**config.mk**
```make
export PLATFORM = sky130hd
export DESIGN_NAME = per_rule_condition_edge_tracker
export DESIGN_NICKNAME = d
export VERILOG_FILES = /design/src/sv/pcet_pkg.sv /design/src/sv/per_rule_condition_edge_tracker.sv
export SDC_FILE = /design/constraint.sdc
export NUM_CORES = 1
export LEC_CHECK = 0
export BUFFER_PORTS_ARGS = -buffer_cell sky130_fd_sc_hd__buf_2
export CAP_MARGIN = 25
export CORE_ASPECT_RATIO = 0.6
export CORE_MARGIN = 2
export CORE_UTILIZATION = 54
export DETAILED_ROUTE_END_ITERATION = 6
export PLACE_DENSITY = 0.75
export SYNTH_ARGS = -nofsm -noshare
export SYNTH_HDL_FRONTEND = slang
export SYNTH_SLANG_ARGS = --single-unit
```
**constraint.sdc**
```tcl
create_clock -name clk -period 5.65 [get_ports clk]
set_input_delay 0.565 -clock clk [delete_from_list [all_inputs] [get_ports clk]]
set_output_delay 0.565 -clock clk [all_outputs]
set_load 0.1 [all_outputs]
```
**src/sv/pcet_pkg.sv**
```systemverilog
// Shared codes for the per-rule condition edge tracker.
// Status, operation and outcome encodings; no dependencies.
package pcet_pkg;

	typedef logic [3:0] status_t;
	typedef logic [1:0] outcome_t;

	// Operation codes
	localparam logic OP_EVAL    = 1'b0;
	localparam logic OP_RELEASE = 1'b1;

	// Condition outcome codes; anything above OUT_FALSE is an evaluator error
	localparam outcome_t OUT_TRUE  = 2'd0;
	localparam outcome_t OUT_FALSE = 2'd1;

	// Status codes
	localparam status_t ST_OK         = 4'd0;
	localparam status_t ST_BAD_ID     = 4'd1;
	localparam status_t ST_BAD_REQ    = 4'd2;
	localparam status_t ST_NOT_FOUND  = 4'd3;
	localparam status_t ST_INVALID    = 4'd4;
	localparam status_t ST_DISABLED   = 4'd5;
	localparam status_t ST_FULL       = 4'd6;
	localparam status_t ST_EVAL_FAIL  = 4'd7;
	localparam status_t ST_QUEUE_FULL = 4'd8;

	// Width of the slot count port and its saturation value
	localparam int USED_W   = 5;
	localparam int USED_MAX = 31;

endpackage

```
**src/sv/per_rule_condition_edge_tracker.sv**
```systemverilog
// Per-rule condition edge tracker: a request that fails an early check or releases id zero
// goes straight to the result, while any other request first scans the slot keys.
// A key scan reads one slot key per cycle from the key memory through a single shared
// comparator; the block takes one transaction at a time, stalling input until its result
// is handed over. The result register lets the next transaction start while a result
// waits. Reset clears all slot valid, primed and outcome bits at once.
module per_rule_condition_edge_tracker #(
	parameter int SLOTS   = 16,
	parameter int ID_BITS = 16
) (
	input  logic                    clk,
	input  logic                    arst_n,
	// request channel
	input  logic                    in_valid,
	output logic                    in_stall,
	input  logic                    op,
	input  logic [15:0]             rule_id,
	input  logic                    request_ok,
	input  logic                    rule_found,
	input  logic                    rule_valid,
	input  logic                    rule_enabled,
	input  pcet_pkg::outcome_t      eval_outcome,
	input  logic                    queue_accepts,
	input  logic [31:0]             now_ms,
	// result channel
	output logic                    out_valid,
	input  logic                    out_stall,
	output pcet_pkg::status_t       status,
	output logic                    trigger_valid,
	output logic                    trigger_rising,
	output logic [15:0]             trigger_rule_id,
	output logic [31:0]             trigger_time_ms,
	output logic [pcet_pkg::USED_W-1:0] slots_used
);
	import pcet_pkg::*;

	localparam int KEY_W = (ID_BITS < 16) ? ID_BITS : 16;
	localparam int IDX_W = (SLOTS > 1) ? $clog2(SLOTS) : 1;
	localparam int CNT_W = $clog2(SLOTS + 1);
	localparam logic [IDX_W-1:0] LAST_IDX = IDX_W'(SLOTS - 1);

	// Sequencer states
	localparam logic [1:0] S_IDLE  = 2'd0;
	localparam logic [1:0] S_SCAN  = 2'd1;
	localparam logic [1:0] S_APPLY = 2'd2;
	localparam logic [1:0] S_DONE  = 2'd3;

	logic [1:0]       state_q;

	// Slot table: flags in flip-flops, keys in memory
	logic [SLOTS-1:0] valid_q;
	logic [SLOTS-1:0] primed_q;
	logic [SLOTS-1:0] last_q;
	logic [KEY_W-1:0] key_mem [SLOTS];
	logic [CNT_W-1:0] used_q;

	// Captured transaction
	logic             op_q;
	logic [KEY_W-1:0] id_q;
	logic             enabled_q;
	outcome_t         outcome_q;
	logic             queue_q;
	logic [31:0]      now_q;

	// Scan control
	logic [IDX_W-1:0] rd_idx_q;
	logic [IDX_W-1:0] cmp_idx_q;
	logic             cmp_live_q;
	logic [KEY_W-1:0] key_rd_q;
	logic             hit_q;
	logic [IDX_W-1:0] slot_q;
	logic             free_found_q;
	logic [IDX_W-1:0] free_q;

	// Pending result
	status_t          res_status_q;
	logic             res_trig_q;
	logic             res_rising_q;

	// Output register
	logic             out_valid_q;
	status_t          out_status_q;
	logic             out_trig_q;
	logic             out_rising_q;
	logic [15:0]      out_id_q;
	logic [31:0]      out_time_q;
	logic [USED_W-1:0] out_used_q;

	logic [KEY_W-1:0] in_id;
	logic             accept;
	logic             early_done;
	status_t          early_status;
	logic             cmp_hit;
	logic             out_free;

	// Apply-step decisions
	logic [IDX_W-1:0] ap_sel;
	logic             ap_have;
	logic             ap_claim;
	logic             ap_release;
	logic             ap_primed_we;
	logic             ap_primed_val;
	logic             ap_last_we;
	logic             ap_last_val;
	logic             ap_trig;
	logic             ap_rising;
	status_t          ap_status;
	logic             cur_primed;
	logic             cur_last;
	logic             is_true;

	assign in_id    = rule_id[KEY_W-1:0];
	assign in_stall = (state_q != S_IDLE);
	assign accept   = in_valid && !in_stall;
	assign out_free = !out_valid_q || !out_stall;

	// Run the checks that need no slot lookup
	always_comb begin
		early_done   = 1'b0;
		early_status = ST_OK;
		if (in_id == '0) begin
			early_done   = 1'b1;
			early_status = (op == OP_RELEASE) ? ST_OK : ST_BAD_ID;
		end else if (op == OP_EVAL) begin
			if (!request_ok) begin
				early_done   = 1'b1;
				early_status = ST_BAD_REQ;
			end else if (!rule_found) begin
				early_done   = 1'b1;
				early_status = ST_NOT_FOUND;
			end else if (!rule_valid) begin
				early_done   = 1'b1;
				early_status = ST_INVALID;
			end
		end
	end

	// Shared key comparator
	assign cmp_hit = cmp_live_q && valid_q[cmp_idx_q] && (key_rd_q == id_q);

	// Decide the slot update and result once the scan is over
	always_comb begin
		ap_sel        = hit_q ? slot_q : free_q;
		ap_have       = hit_q;
		ap_claim      = 1'b0;
		ap_release    = 1'b0;
		ap_primed_we  = 1'b0;
		ap_primed_val = 1'b0;
		ap_last_we    = 1'b0;
		ap_last_val   = 1'b0;
		ap_trig       = 1'b0;
		ap_rising     = 1'b0;
		ap_status     = ST_OK;
		is_true       = (outcome_q == OUT_TRUE);
		cur_primed    = hit_q ? primed_q[slot_q] : 1'b0;
		cur_last      = hit_q ? last_q[slot_q] : 1'b0;
		if (op_q == OP_RELEASE) begin
			if (hit_q) begin
				ap_release   = 1'b1;
				ap_primed_we = 1'b1;
				ap_last_we   = 1'b1;
			end
		end else if (!enabled_q) begin
			ap_status = ST_DISABLED;
			if (hit_q) begin
				ap_primed_we = 1'b1;
				ap_last_we   = 1'b1;
			end
		end else begin
			if (!hit_q) begin
				if (free_found_q) begin
					ap_claim     = 1'b1;
					ap_have      = 1'b1;
					ap_primed_we = 1'b1;
					ap_last_we   = 1'b1;
				end else begin
					ap_status = ST_FULL;
				end
			end
			if (ap_have) begin
				if (outcome_q != OUT_TRUE && outcome_q != OUT_FALSE) begin
					ap_status = ST_EVAL_FAIL;
				end else if (!cur_primed) begin
					ap_primed_we  = 1'b1;
					ap_primed_val = 1'b1;
					ap_last_we    = 1'b1;
					ap_last_val   = is_true;
				end else if (cur_last != is_true) begin
					if (!queue_q) begin
						ap_status = ST_QUEUE_FULL;
					end else begin
						ap_trig     = 1'b1;
						ap_rising   = is_true;
						ap_last_we  = 1'b1;
						ap_last_val = is_true;
					end
				end
			end
		end
	end

	// Capture the transaction payload
	always_ff @(posedge clk) begin
		if (accept) begin
			op_q      <= op;
			id_q      <= in_id;
			enabled_q <= rule_enabled;
			outcome_q <= eval_outcome;
			queue_q   <= queue_accepts;
			now_q     <= now_ms;
		end
	end

	// Key memory: one read port for the scan, one write port for claims
	always_ff @(posedge clk) begin
		if (state_q == S_SCAN) begin
			key_rd_q <= key_mem[rd_idx_q];
		end
		if (state_q == S_APPLY && ap_claim) begin
			key_mem[ap_sel] <= id_q;
		end
	end

	// Sequencer, slot flags and result register
	always_ff @(posedge clk or negedge arst_n) begin
		if (!arst_n) begin
			state_q      <= S_IDLE;
			valid_q      <= '0;
			primed_q     <= '0;
			last_q       <= '0;
			used_q       <= '0;
			rd_idx_q     <= '0;
			cmp_idx_q    <= '0;
			cmp_live_q   <= 1'b0;
			hit_q        <= 1'b0;
			slot_q       <= '0;
			free_found_q <= 1'b0;
			free_q       <= '0;
			res_status_q <= ST_OK;
			res_trig_q   <= 1'b0;
			res_rising_q <= 1'b0;
			out_valid_q  <= 1'b0;
		end else begin
			// drop the result once taken, unless a new one replaces it
			if (out_valid_q && !out_stall && state_q != S_DONE) begin
				out_valid_q <= 1'b0;
			end
			case (state_q)
				S_IDLE: begin
					rd_idx_q     <= '0;
					cmp_live_q   <= 1'b0;
					hit_q        <= 1'b0;
					free_found_q <= 1'b0;
					if (accept) begin
						res_status_q <= early_status;
						res_trig_q   <= 1'b0;
						res_rising_q <= 1'b0;
						state_q      <= early_done ? S_DONE : S_SCAN;
					end
				end
				S_SCAN: begin
					// advance the read address, hold at the last slot
					cmp_idx_q  <= rd_idx_q;
					cmp_live_q <= 1'b1;
					if (rd_idx_q != LAST_IDX) begin
						rd_idx_q <= rd_idx_q + 1'b1;
					end
					// note the lowest free slot
					if (cmp_live_q && !valid_q[cmp_idx_q] && !free_found_q) begin
						free_found_q <= 1'b1;
						free_q       <= cmp_idx_q;
					end
					if (cmp_hit) begin
						hit_q   <= 1'b1;
						slot_q  <= cmp_idx_q;
						state_q <= S_APPLY;
					end else if (cmp_live_q && cmp_idx_q == LAST_IDX) begin
						state_q <= S_APPLY;
					end
				end
				S_APPLY: begin
					if (ap_claim) begin
						valid_q[ap_sel] <= 1'b1;
						used_q          <= used_q + 1'b1;
					end
					if (ap_release) begin
						valid_q[ap_sel] <= 1'b0;
						used_q          <= used_q - 1'b1;
					end
					if (ap_primed_we) begin
						primed_q[ap_sel] <= ap_primed_val;
					end
					if (ap_last_we) begin
						last_q[ap_sel] <= ap_last_val;
					end
					res_status_q <= ap_status;
					res_trig_q   <= ap_trig;
					res_rising_q <= ap_rising;
					state_q      <= S_DONE;
				end
				S_DONE: begin
					// hand the result over when the output register is free
					if (out_free) begin
						out_valid_q <= 1'b1;
						state_q     <= S_IDLE;
					end
				end
				default: begin
					state_q <= S_IDLE;
				end
			endcase
		end
	end

	// Load the output payload
	always_ff @(posedge clk) begin
		if (state_q == S_DONE && out_free) begin
			out_status_q <= res_status_q;
			out_trig_q   <= res_trig_q;
			out_rising_q <= res_rising_q;
			out_id_q     <= res_trig_q ? 16'(id_q) : 16'd0;
			out_time_q   <= res_trig_q ? now_q : 32'd0;
			if (32'(used_q) > 32'(USED_MAX)) begin
				out_used_q <= USED_W'(USED_MAX);
			end else begin
				out_used_q <= USED_W'(used_q);
			end
		end
	end

	assign out_valid       = out_valid_q;
	assign status          = out_status_q;
	assign trigger_valid   = out_trig_q;
	assign trigger_rising  = out_rising_q;
	assign trigger_rule_id = out_id_q;
	assign trigger_time_ms = out_time_q;
	assign slots_used      = out_used_q;

endmodule

```
==> results.md, run 1 <==
Global route:
- For this run, global-route usage on met1 was measured as 38.37%.
- The overflow left after global routing is 0.
- Across every metal layer, demand over resource in global routing totals 24.26%.
- The layer flagged by global routing as most heavily used is met1.
- Global routing used 32.61% of the available met2 tracks.
- The wire length of the first global-routing pass is 61.86 mm.
- The initial antenna violation count was 5.
- Entering global routing, the biggest net connects 62 pins.
- The via count of the first global-routing pass is 9460.
- In the global route stage, met3 resource usage came out at 8.584%.

Clock tree:
- The TritonCTS clock tree is done.
- The number of sinks driven by the clock tree is 465.
- The clock insertion delay at the later pin of the skew report is 0.56 ns.
- The tree is rooted in a clkbuf_16.
- The clock passes through at most 3 buffers.
- After clock tree synthesis, the clock-pin slew on the worst setup and hold paths is 0.06 ns.
- The number of gates resized after cts is 0.
- The H-tree depth reported by CTS is 2.
- The number of buffers added by the clock tree synthesis step is 41.

Placement:
- After legalization and detailed placement, the total HPWL measured 27.01 mm.
- The routability-driven placement congestion ratio is 0.8965.
- The cell area after placement is 19330 um2.
- The number of port buffers is 120.

Logic synthesis:
- The most used flip-flop cell after synthesis is edfxtp_1.
- In the synthesized netlist, the number of instances is 963.
- In this run the mean area of a mapped cell was 18.90 um2.
- The synthesized netlist net count is 1032.
- The Yosys step of the flow raised 0 warnings.
- The synthesized netlist occupies a cell area of 18200 um2.
- The sequential share of the synthesized area is 74.50%.
- The number of synthesized flops with an enable pin is 384.
- The number of library cell types mapped by synthesis is 56.
- The number of register bits inferred by synthesis is 465.
- Of all flip-flops after synthesis, the portion carrying an async set or reset was 17.42%.

Setup path:
- The worst register-to-register path begins at state_q[0].
- STA classifies the critical path endpoint as a flop.
- The maximum net fanout on the critical path is 18.
- The kind of critical path is reg -> reg.
- The logic depth of the worst register-to-register path is 5.
- The startpoint kind of the worst setup timing path is a flop.
- The slowest cell on the critical path is nor2_2.
- The largest single stage delay on the critical path is 1.06 ns.
- For the worst setup path, the data required time is 5.82 ns.
- Walking the worst path, the cells encountered are inv_1 -> ha_1 -> and3b_1 -> nand2_1 -> nor2_2.
- The count of buffer and inverter cells on the critical path is 1.
- The reg-to-reg setup timing slack is 2.46 ns.
- For the worst setup path, the data arrival time is 3.36 ns.
- The endpoint identified for the worst register-to-register timing path is key_mem[4][11].
- The category of cells accounting for the largest share of critical-path delay is simple AND/OR/NAND/NOR gates.

STA:
- The worst pin sits at a relative slew slack of 30.04%.
- After routing, the total negative slack on setup checks comes to 0 ns.
- The transition time at the pin with the least slew margin is 1.048 ns.
- In the finished design, the share of the clock period the worst path needs comes to 56.41%.
- Setup repair after global routing left no endpoint under its margin.
- Counting I/O delays and the setup requirement, the final critical path takes 3.187 ns.
- The worst clock skew is 0.01781 ns.
- The total of endpoints with negative setup slack in the final report is 0.
- Static timing analysis puts the maximum clock frequency at 313.8 MHz.
- The total count of hold-check failures in the final report came to 0.
- The count of final max-slew check failures came to 0.

Power:
- The leakage power summed over all cells is 7.220 nW.
- The cell-internal power is 0.006491 W.
- The post-route total power is 0.009834 W.
- Dividing total power by cell area gives a power density of 473.6 nW/um2.
- Across the VDD grid, the largest voltage drop is 0.3862 mV.
- The switching part of the total power is 34.00%.
- The switching power is 0.003343 W.
- The share of total power dissipated in sequential elements is 45.5%.
- Combinational cells account for 25.9% of the total power.
- The clock network burns 28.6% of the power.

Drt:
- The first routing iteration left 1383 violations.
- The routed wire length is 41.17 mm.
- Dividing the detail-routed via count by the number of cells gives 6.055.
- For this run, the detailed router's first-pass iteration total came to 7.
- After detailed routing, the average wire length per cell comes to 25.84 um.
- The number of nets with antenna violations after routing is 0.
- After detailed routing, the number of remaining DRC violations is 0.
- Across all layers, the routed design uses 9645 vias.

Floorplan:
- The initial core utilization is 54.42%.
- The floorplan step set the die width to 241 um.
- The I/O pin total is 121.
- The y dimension of the die is 146.2 um.
- The floorplan step defined a die boundary enclosing 35230 um2.
- The core footprint is 33440 um2.
- The floorplan has 52 rows.

Worst hold path:
- The worst hold path startpoint is eval_outcome[0].
- The count of cells along the worst hold path is 1.
- The worst hold path terminates at outcome_q[0].
- The worst hold path class is in -> reg.

Flow run:
- The max-cap check violation count is 0.

Final layout:
- From synthesis to final layout, the design area changed by 14.10%.
- The area of all placed cells without fillers is 20760 um2.
- In the final design database the tool counted 1173 nets.
- In the final layout, the share of cells above drive strength 1 is 29.21%.

Status:
- The run finished with clean final reports.
==> placed cells by master (no fill, tap or decap), types with 15 or more instances in the layout <==
cell,instances
buf_4,16
clkbuf_16,44
o21ai_0,27
a21oi_1,26
dfrtp_1,79
buf_2,119
o22ai_1,16
and2_1,49
o21ai_1,15
o22a_1,16
xor2_1,19
nor2_2,16
mux4_2,87
inv_1,32
edfxtp_1,384
nand2_1,31
==> repair_timing <==
| action | CTS | global route |
|---|---|---|
| setup endpoints to repair | 0 | 0 |
| buffers inserted | 0 | 0 |
| hold buffers | 1 | 0 |
| endpoints found under the hold margin | 20 | 0 |
==> layer usage <==
metal	vias to the layer above	part of all wire [%]	wire, um
li1	4087	-	-
met1	4981	43	17800
met2	511	42	17420
met3	62	13	5237
met4	4	1.6	667
met5	-	0.090	37
==> kinds of logic after synthesis <==
family | synth area share (%)
flops | 74.50
mux | 12.76
buf+inv | 1.856
simple gates | 4.221
compound gates | 4.943
fa+ha+maj | 0.6600
xor+xnor | 1.059
==> cell type report <==
| class | instances | area (um2) |
|---|---|---|
| diodes | 1 | 2.502 |
| repair buffers | 141 | 813.3 |
| inverters | 33 | 123.9 |
| clock buffers | 53 | 1155 |
| clock inverters | 19 | 177.7 |
| flip-flops and latches | 465 | 13560 |
| multi-input cells | 422 | 4355 |
| fillers | 2343 | 12680 |
| well taps | 459 | 574.3 |
==> metrics by stage <==
| step | util [%] | hold slack (ns) | std cells | setup slack [ns] |
|---|---|---|---|---|
| after detailed placement | 57.81 | 0.4363 | 1514 | 2.411 |
| after global placement | 57.81 | 0.4315 | 1514 | 2.555 |
| after floorplan | - | 0.2694 | 963 | 1.420 |
| after global routing | 62.08 | 0.1649 | 1592 | 2.248 |
| after CTS | 61.82 | 0.1639 | 1587 | 2.347 |
| final | 62.09 | 0.1847 | 1593 | 2.463 |
==> sequential cells by signal, summed over array words and instances, names as in the netlist, 4 cells and up <==
signal           cells
status               4
trigger_time_ms     32
now_q               32
key_rd_q            16
free_q               4
last_q              16
res_status_q         4
primed_q            16
key_mem            256
cmp_idx_q            4
valid_q             16
used_q               5
rd_idx_q             4
id_q                16
slot_q               4
slots_used           5
trigger_rule_id     16
==> worst max-delay path by stage <==
stage	start	cells past startpoint	end
final	state_q[0]	5	key_mem[4][11]
after global placement	state_q[0]	5	key_mem[5][1]
after floorplan	out_valid	1	slots_used[0]
after global routing	state_q[0]	5	key_mem[13][3]
after CTS	state_q[0]	5	key_mem[7][9]
after detailed placement	state_q[0]	5	key_mem[5][1]
==> synthesized netlist by cell type (3+ instances only) <==
library cell	n	area (um2)
a21o_1	4	30.03
a21oi_1	26	130.1
a22o_1	4	35.03
and2_1	50	312.8
buf_1	4	15.01
buf_2	9	45.04
buf_4	3	22.52
clkbuf_1	23	86.33
dfrtp_1	81	2027
edfxtp_1	384	11530
ha_1	8	100.1
inv_1	32	120.1
mux2_2	13	146.4
mux2i_1	7	70.07
mux4_1	5	131.4
mux4_2	87	1959
nand2_1	31	116.4
nand2b_1	4	25.02
nand3_1	8	40.04
nor2_1	28	105.1
nor3_1	7	35.03
nor4_1	7	43.79
o21ai_0	27	135.1
o21ai_1	15	75.07
o22a_1	16	140.1
o22ai_1	16	100.1
o32ai_1	3	26.28
xnor2_1	3	26.28
xor2_1	19	166.4
==> power by group through the flow <==
stage	Combinational [W]	Sequential, W	Clock (W)
after CTS	0.00255	0.00448	0.00284
after floorplan	0.00109	0.00534	0
after global routing	0.00267	0.00452	0.00298
after detailed placement	0.00254	0.00455	0
final	0.00255	0.00448	0.00281
after global placement	0.00250	0.00453	0
==> worst register-to-register path: cells and delay by family, from the launching register on <==
family                   cells  cell delay (ns)
flip-flops                   1             0.40
buffers and inverters        1             0.12
adder cells (fa/ha/maj)      1             0.37
AND/OR/NAND/NOR              3             1.92
(Power assumes the default switching activity.)
==> run 2, diff against run 1 <==
==> constraint.sdc (replaced) <==
create_clock -name clk -period 2.75 [get_ports clk]
set_input_delay 0.275 -clock clk [delete_from_list [all_inputs] [get_ports clk]]
set_output_delay 0.275 -clock clk [all_outputs]
set_load 0.1 [all_outputs]
==> results.md, run 2 (synthesized netlist as in run 1, its figures left out) <==
Final layout:
- The register with the most flip-flops in the layout has 256 of them.
- The final antenna diode count is 0.
- In the final layout, the share of cells above drive strength 1 is 30.49%.
- In the final design database the tool counted 1272 nets.
- More flip-flops sit in one register than any other, and that register is key_mem.
- The most common library cell in the layout ignoring fill and taps is edfxtp_1.
- Leaving out fill and tap cells, the most frequent cells in the layout are 384 x edfxtp_1, 119 x buf_2, 87 x mux4_2, 79 x dfrtp_1, 54 x dlygate4sd3_1.
- The post-synthesis to final-layout area growth is 19.90%.

Drt:
- The count of nets left with antenna violations once routing finished came out at 0.
- After detailed routing, the number of remaining DRC violations is 0.
- The per-cell routed wire length is 25.30 um.
- Detailed routing inserted a total of 10030 vias.
- The number of violations reported at the end of detailed-routing iteration 0 is 995.
- The pre-antenna-repair detailed-routing pass consisted of 5 iterations.
- The average via count per standard cell is 5.927.
- The routed wire length is 42.81 mm.

Placement:
- In this run the tool buffered the top-level ports with 120 buffer cells.
- The HPWL after detailed placement is 25.33 mm.
- Routability-driven placement finished with a final weighted congestion of 0.8513.

STA:
- In this run the tightest slew margin relative to its limit is 36.48%.
- Static timing analysis puts the maximum clock frequency at 377.6 MHz.
- The setup TNS after final layout is 0 ns.
- The worst path uses 96.31% of the clock period.
- Setup violations remaining at the end of the flow were counted as 0.
- The count of final max-slew check failures is 0.
- The smallest clock period supported by the final layout is computed as 2.648 ns.
- The total count of hold-check failures in the final report is 0.
- At the pin with the least slew margin, the transition time is 0.9528 ns.
- Setup repair after global routing left no endpoint under its margin.
- Clock skew on the completed layout was measured at 0.01405 ns.

Power:
- Total power for the finished layout comes to 0.02032 W.
- The switching power is 0.006739 W.
- For this design the static power due to leakage is 7.713 nW.
- The internal portion of the total power is 0.01358 W.
- The power per unit of standard cell area is 931.3 nW/um2.
- The highest ir drop seen on vdd is 0.5791 mV.
- Of the total power, combinational logic draws 26.8%.
- Of the total power, the share spent switching nets is 33.16%.
- The part of the total power dissipated in the clock network is 28.6%.
- The share of total power dissipated in sequential elements is 44.6%.

Floorplan:
- The floorplan step set the die height to 146.2 um.
- The horizontal die dimension is 241 um.
- The floorplan step defined a die boundary enclosing 35230 um2.
- The floorplan has 52 rows.
- For this configuration, the core starts out at a cell density of 54.42%.
- The floorplan step defined a core boundary enclosing 33440 um2.
- 121 I/O pins were placed.

Clock tree:
- The H-tree depth reported by CTS is 2.
- Clock tree synthesis inserted a total of 43 buffers.
- The clock insertion delay at the later pin of the skew report is 0.55 ns.
- The number of sinks driven by the clock tree is 465.
- After clock tree synthesis, the setup repair step added 0 buffers.
- Clock-pin slew was measured on the worst setup and hold paths at 0.07 ns.
- The maximum count of clock buffers along a single path is 3.
- The TritonCTS clock tree is done.
- The tree is rooted in a clkbuf_16.

Setup path:
- STA classifies the critical path endpoint as a flop.
- Data on the critical path is required at its endpoint by 3.22 ns.
- The startpoint identified for the worst register-to-register timing path is slot_q[0].
- The maximum net fanout on the critical path is 16.
- The startpoint kind of the worst setup timing path is a flop.
- The critical path is of the reg -> reg type.
- The worst setup path startpoint is slot_q[0].
- The data arrival time of the critical path is 3.12 ns.

Worst hold path:
- The worst hold path class is in -> reg.
- The worst hold path startpoint is out_stall.

Global route:
- The pin count of the biggest net entering global routing is 52.
- The via count of the first global-routing pass is 9987.
- The total track usage is 24.52%.
- The initial antenna violation count is 0.
- Summed over all layers, the global routing overflow is 0.
- The wire length of the first global-routing pass is 62.88 mm.

Status:
- The run finished with clean final reports.

Flow run:
- The tool flagged a number of max-cap violations equal to 0.
run 2: cell count changes in the layout (fill, tap and decap cells not counted), sizes merged:
cell | previous run | this run
a32oi | 2 | 3
dlygate4sd3 | 1 | 54
bufinv | 3 | 2
buf | 140 | 183
clkbuf | 53 | 60
inv | 34 | 33
clkinvlp | 3 | 1
diode | 1 | 0
run 2: final timing paths:
path | to | slack (ns) | depth (start not counted)
worst min register to register | status[0] | 0.46 | 0
worst max-delay path | last_q[4] | 0.10 | 7
min in group asynchronous | valid_q[10] | 0.28 | 2
worst max register to register | last_q[4] | 0.10 | 7
worst min-delay path | out_valid | 0.04 | 2
max in group asynchronous | res_trig_q | 1.85 | 3
run 2: timing repair:
item | in CTS | in global routing
resized for setup | 0 | 0
endpoints found under the setup margin | 0 | 20
hold buffers | 54 | 0
endpoints found under the hold margin | 99 | 0
run 2: worst max-delay path: stages (launching register included):
cell and delay, ns:
dfrtp_1 0.57, buf_4 0.25, mux4_1 0.34, mux2i_1 0.08
o21a_4 0.26, a32oi_2 0.77, a21oi_1 0.15, o22ai_1 0.16
run 2: final cells by class:
type	instances	area (um2)
flip-flops and latches	465	13560
clock buffers	60	1221
multi-input cells	423	4372
clock inverters	15	136.4
fillers	2214	11620
inverters	33	123.9
well taps	459	574.3
repair buffers	237	1829
run 2: per-stage QoR:
stage                     std cells  worst slack [ns]  util, %  cell area [um2]  hold slack, ns
final                          1692            0.1015    65.25            21820         0.04081
after global routing           1692           0.01323    65.25            21820         0.02751
after CTS                      1691            0.1034    65.20            21800         0.02913
after detailed placement       1562            0.1194    59.52            19910          0.3382
after global placement         1562            0.2483    59.52            19910          0.3312
after floorplan                 963            0.2167        -            18210        -0.02059
run 2: power by group through the flow:
stage          registers (W)  logic, W  clock network, W
2_1_floorplan         0.0109   0.00226                 0
3_3_place_gp         0.00915   0.00526                 0
3_5_place_dp         0.00918   0.00535                 0
4_1_cts              0.00905   0.00545           0.00585
5_1_grt              0.00914   0.00571           0.00616
6_report             0.00906   0.00544           0.00582
run 2: per-layer routing:
metal / vias to the layer above / share of wire, % / global-route usage, %
li1: 4298 / - / -
met1: 5176 / 41 / 36.27
met2: 491 / 47 / 37.31
met3: 64 / 8.8 / 5.351
met4: 0 / 2.4 / 7.006
met5: - / 0 / 0
